File: config.mk
export PLATFORM = sky130hd
export DESIGN_NAME = tdm_addr
export DESIGN_NICKNAME = d
export VERILOG_FILES = /design/src/rtl/tdm_pkg.sv /design/src/rtl/tdm_addr.sv
export SDC_FILE = /design/constraint.sdc
export NUM_CORES = 1
export LEC_CHECK = 0
export ABC_AREA = 1
export BUFFER_PORTS_ARGS = -buffer_cell sky130_fd_sc_hd__buf_4
export CAP_MARGIN = 20
export CORE_UTILIZATION = 55
export DETAILED_ROUTE_END_ITERATION = 12
export PLACE_DENSITY = 0.82
export SLEW_MARGIN = 5
export SYNTH_ARGS = -nofsm -noshare
export SYNTH_HDL_FRONTEND = slang
export SYNTH_SLANG_ARGS = --single-unit
File: constraint.sdc
create_clock -name vclk -period 4.55
set_input_delay 0.6825 -clock vclk [all_inputs]
set_output_delay 0.6825 -clock vclk [all_outputs]
set_load 0.1 [all_outputs]
File: src/rtl/tdm_pkg.sv
// tdm_pkg: shared constants and types for the tile dedup map builder.
// No dependencies.
`timescale 1ns / 1ps
package tdm_pkg;
	localparam int MAX_UNIQUE_DEF   = 1024;
	localparam int MAX_MAP_SIDE_DEF = 128;
	localparam int ROWS_PER_TILE    = 8;
	localparam int ROW_W            = 64;
	localparam int ADDR_W           = 14;
	localparam int ENTRY_W          = 13;
	localparam int CNT_W            = 11;

	localparam logic [2:0] CFG_COLS    = 3'd0;
	localparam logic [2:0] CFG_ROWS    = 3'd1;
	localparam logic [2:0] CFG_LAYOUT  = 3'd2;
	localparam logic [2:0] CFG_MASK    = 3'd3;
	localparam logic [2:0] CFG_PALETTE = 3'd4;

	localparam logic [2:0] LAY_32X32   = 3'd0;
	localparam logic [2:0] LAY_64X32   = 3'd1;
	localparam logic [2:0] LAY_32X64   = 3'd2;
	localparam logic [2:0] LAY_64X64   = 3'd3;
	localparam logic [2:0] LAY_128     = 3'd4;

	typedef enum logic [2:0] {
		ST_COLLECT,
		ST_SEARCH,
		ST_STORE,
		ST_RESULT
	} tdm_state_t;

	typedef struct packed {
		logic [ADDR_W-1:0]  map_address;
		logic [ENTRY_W-1:0] map_entry;
		logic               is_new_tile;
		logic               blank_slot_needed;
		logic [CNT_W-1:0]   unique_count;
		logic               table_full;
		logic               frame_done;
	} tdm_result_t;
endpackage

File: src/rtl/tdm_addr.sv
// tdm_addr: tile map word address for the selected layout.
// Depends on tdm_pkg.
`timescale 1ns / 1ps
module tdm_addr
	import tdm_pkg::*;
#(
	parameter int MAX_MAP_SIDE = MAX_MAP_SIDE_DEF
) (
	input  logic [6:0]        x,
	input  logic [6:0]        y,
	input  logic [2:0]        layout,
	output logic [ADDR_W-1:0] addr
);
	logic [17:0] a;
	logic [17:0] xx, yy;
	always_comb begin
		xx = {11'd0, x};
		yy = {11'd0, y};
		unique case (layout)
			LAY_64X32: a = (x < 7'd32) ? (yy * 18'd32 + xx)
				: ((yy + 18'd32) * 18'd32 + xx - 18'd32);
			LAY_32X64: a = yy * 18'd32 + xx;
			LAY_64X64: begin
				if (y < 7'd32)
					a = (x < 7'd32) ? (yy * 18'd32 + xx)
						: ((yy + 18'd32) * 18'd32 + xx - 18'd32);
				else
					a = (x < 7'd32) ? ((yy + 18'd32) * 18'd32 + xx)
						: ((yy + 18'd64) * 18'd32 + xx - 18'd32);
			end
			LAY_128: a = yy * 18'(MAX_MAP_SIDE) + xx;
			default: a = yy * 18'd32 + xx;
		endcase
		addr = a[ADDR_W-1:0];
	end
endmodule

Yosys cells after proc, flatten, opt, wreduce, memory -nomap -nowiden
Index checks and enable logic that the tools add are counted.
{"block": "classes", "n_addsub": 8, "order_cmp": 2, "eq_ne": 3, "n_mux": 4}
{"operator": "$mux 14", "n": 3}
{"operator": "$pmux 14 s3", "n": 1}
{"operator": "$add 13x7->14", "n": 2}
{"operator": "$sub 14x6->14 const B", "n": 2}
{"operator": "$add 14x7->14", "n": 1}
{"operator": "$lt 7x6->1 const B", "n": 2}
{"operator": "$add 12x7->13", "n": 1}
{"operator": "$add 7x6->8 const B", "n": 1}
{"operator": "$add 7x7->8 const B", "n": 1}
{"operator": "$eq 3x1->1 const B", "n": 1}
{"operator": "$eq 3x2->1 const B", "n": 1}
{"operator": "$eq 3x3->1 const B", "n": 1}
{"block": "totals", "ff_bits": 0, "inputBits": 17, "out_inout_bits": 14, "elab_cells": 17}

Depth between registers and ports, before layout
{"block": "depth", "word_depth": 6, "ltp_mapped": 16, "mapped_depth_nobuf": 16}

Worst setup path before layout
No wires, ideal clock.
{"block": "synth_timing", "path_kind": "in2out", "startpoint": "input port y[0]", "endpoint": "output port addr[6]", "arrival_time_ns": 4.090, "required_ns": 3.868, "path_slack_ns": -0.223, "cell_stages": 7, "path_buffers": 0, "cell_sequence": "ha_1 > inv_1 > fa_1 > ha_1 > inv_1 > a21oi_1 > o32ai_1"}
{"block": "synth_via", "elab_chain_cells": 6, "elab_cells_between_ends": 12, "classes_between": "7 x add/sub; 1 x order compare; 4 x mux"}
{"item": "from (decl)", "line": "tdm_addr.sv:10", "source": "input logic [6:0] y,"}
{"item": "$add 7x7->8 / $add 7x6->8 (equally long branches)"}
{"item": "$add 13x7->14 (on tied branches)"}
{"item": "$sub 14x6->14 (on tied branches)", "line": "tdm_addr.sv:29, tdm_addr.sv:21, tdm_addr.sv:26"}
{"item": "$mux 14 (on tied branches)", "line": "tdm_addr.sv:28, tdm_addr.sv:20, tdm_addr.sv:25"}
{"item": "$mux 14", "line": "tdm_addr.sv:24", "source": "if (y < 7'd32)"}
{"item": "$pmux 14 s3 (*)", "line": "tdm_addr.sv:19", "source": "unique case (layout)"}
{"item": "to (decl)", "line": "tdm_addr.sv:12", "source": "output logic [ADDR_W-1:0] addr"}
Mark *: on every way between the ends. The rest lies on a longest branch, timed or not.

Worst setup path after layout
{"block": "layout_timing", "startpoint": "input port y[0]", "endpoint": "output port addr[13]"}
Same word-level chain as after synthesis.

==> impl_metrics.tcl <==
set metrics [dict create \
    peakVddDrop_uv 124.5 \
    min_from "x[1]" \
    dieArea_sq_um 2427 \
    synth_nets 262 \
    worst_hold_slack_ns 1.365 \
    path_delay_family "simple AND/OR/NAND/NOR gates" \
    path_buf_inv 5 \
    routed_wl_um 3446 \
    num_vias 1504 \
    die_h_um 49.27 \
    outcome "finished clean" \
    internal-power_w 0.00006495 \
    maxSlewViolCount 0 \
    power_frac_seq_pct 0 \
    power_frac_comb_pct 100.0 \
    synthCells 227 \
    coreArea_sq_um 2022 \
    rsz0062_at_grt "no" \
    antenna_left 0 \
    synthTopCellsByArea "nand2_1 (20%), ha_1 (16%), nand3_1 (13%), inv_1 (10%), nor2_1 (4.3%)" \
    yosysWarnings 0 \
    syn_area_per_cell_sq_um 5.413 \
    fmax_mhz 269.6 \
    leakage_nw 0.7641 \
    ys_seq_area_share_pct 0 \
    start_kind "input pin" \
    grt_pass1_wl_um 6023 \
    start_util_pct 60.77 \
    antenna_found_initial 0 \
    die_width_um 49.27 \
    seq_cell_count 0 \
    netlist.area_leader.share_pct 20.16 \
    register_area_sq_um 0 \
    tightest_slew_ns 0.4594 \
    arrival_ns 3.03 \
    synth_common_cells "nand2_1 (66), inv_1 (33), nand3_1 (32)" \
    clockBufferCount 0 \
    rows 16 \
    drive_above_1_share_pct 16.94 \
    dr.pass1.iters 4 \
    drc_errors 0 \
    initialDrtViolationCount 53 \
    powerDensity_nw_per_um2 164.8 \
    track_usage_pct 30.36 \
    slew_headroom_pct 69.14 \
    antenna_cells 0 \
    clkPwrFrac_pct 0 \
    grt_max_degree 15 \
    wl_per_cell_um 12.81 \
    cts_setup_buffers 0 \
    hpwlAfterDp_um 2859 \
    cts_hold_buffers 0 \
    ios 31 \
    worstPathMaxFanout 5 \
    min_path_type "input pin to primary output" \
    setup_violations 0 \
    cts_resized 0 \
    timing.max_cap.violations 0 \
    ys_types 29 \
    layout_setup_ws_ns 0.8413 \
    switchingPower_w 0.0001660 \
    yosysMostFrequentCell "nand2_1" \
    swShare_pct 71.87 \
    min_to "addr[1]" \
    fillCellCount 203 \
    globalplace.congestion 0.9000 \
    grt-ovfl-total 0 \
    grt_pass1_vias 1372 \
    dp_slack_ns 0.8698 \
    area_growth_pct 14.05 \
    final_hold_viol_count 0 \
    required_ns 3.87 \
    hold_depth 0 \
    timing.final.crit_share_pct 81.51 \
    layout.nets 279 \
    path_common_cell "nand2_1" \
    place.port_buffers 21 \
    viasPerCell 5.591 \
    yosysTopAreaCell "nand2_1" \
    endpoint_kind "primary output" \
    timing.final.crit_period_ns 3.709 \
    crit_chain "buf_4, ha_1, inv_1, fa_1, inv_2, nand2_1, inv_2, nand2_1, nand2_1, nand2_1, nor2_1, nand3_1, nand2_1, nand3_1, nor2_1, nor2_1, nand2_1, buf_4" \
    slowest_stage "fa_1" \
    finalSetupTns_ns 0 \
    netlist_area_sq_um 1229 \
    crit_type "input pin to primary output" \
    max_stage_delay_ns 0.41 \
]
layout by cell type (no fill, tap or decap), drive strengths merged:
cell type  instances
a31oi              1
or2                3
nand3             35
o221ai             1
buf               22
nor3               2
xor2               2
nand4              4
o21ai             10
o211ai             3
o21a               1
a21oi             11
xnor2              2
ha                16
nor2              18
o2111ai            1
fa                 2
o32ai              1
nand2             70
inv               36
clkinv             1
cells by family after synthesis:
| kind of cell | synth area share [%] |
|---|---|
| AND/OR/NAND/NOR | 49.59 |
| buffers and inverters | 14.05 |
| AO/OA/AOI/OAI | 13.95 |
| adder cells (fa/ha/maj) | 19.55 |
| XOR/XNOR | 2.852 |
per-layer routing:
metal | GRT usage [%] | share of wire, % | vias to the layer above
met1 | 41.07 | 45 | 668
met5 | 0 | 0 | -
met4 | 4.902 | 0.75 | 0
met3 | 3.427 | 8.0 | 6
li1 | - | - | 766
met2 | 51.60 | 46 | 64
through the flow:
step,total power (W),cells,util (%),instance area (sq um)
floorplan,0.0001947,227,-,1236
global placement,0.0002233,269,69.31,1401
detailed placement,0.0002282,269,69.31,1401
CTS,0.0002288,269,69.31,1401
global route,0.0002500,269,69.31,1401
finish,0.0002309,269,69.31,1401
cell type report:
class / instances / area (sq um) / share of cell area [%]
Tap cell: 27 / 33.78 / 2.411
Inverter: 37 / 138.9 / 9.911
Multi-Input combinational cell: 183 / 1064 / 75.89
Timing Repair Buffer: 22 / 165.2 / 11.79
power groups by stage:
stage | logic [W] | clock network (W) | registers [W]
6_report | 0.000231 | 0 | 0
4_1_cts | 0.000229 | 0 | 0
3_3_place_gp | 0.000223 | 0 | 0
5_1_grt | 0.000250 | 0 | 0
3_5_place_dp | 0.000228 | 0 | 0
2_1_floorplan | 0.000195 | 0 | 0
worst max path at each step:
stage | cells after the start | to | slack, ns | startpoint
detailed placement | 18 | addr[13] | 0.87 | x[5]
global route | 18 | addr[13] | 0.61 | y[0]
floorplan | 12 | addr[10] | 0.62 | x[6]
CTS | 18 | addr[13] | 0.86 | x[5]
finish | 18 | addr[13] | 0.84 | y[0]
global placement | 16 | addr[8] | 0.98 | y[1]
No activity file was read; power rests on OpenSTA's default activity.
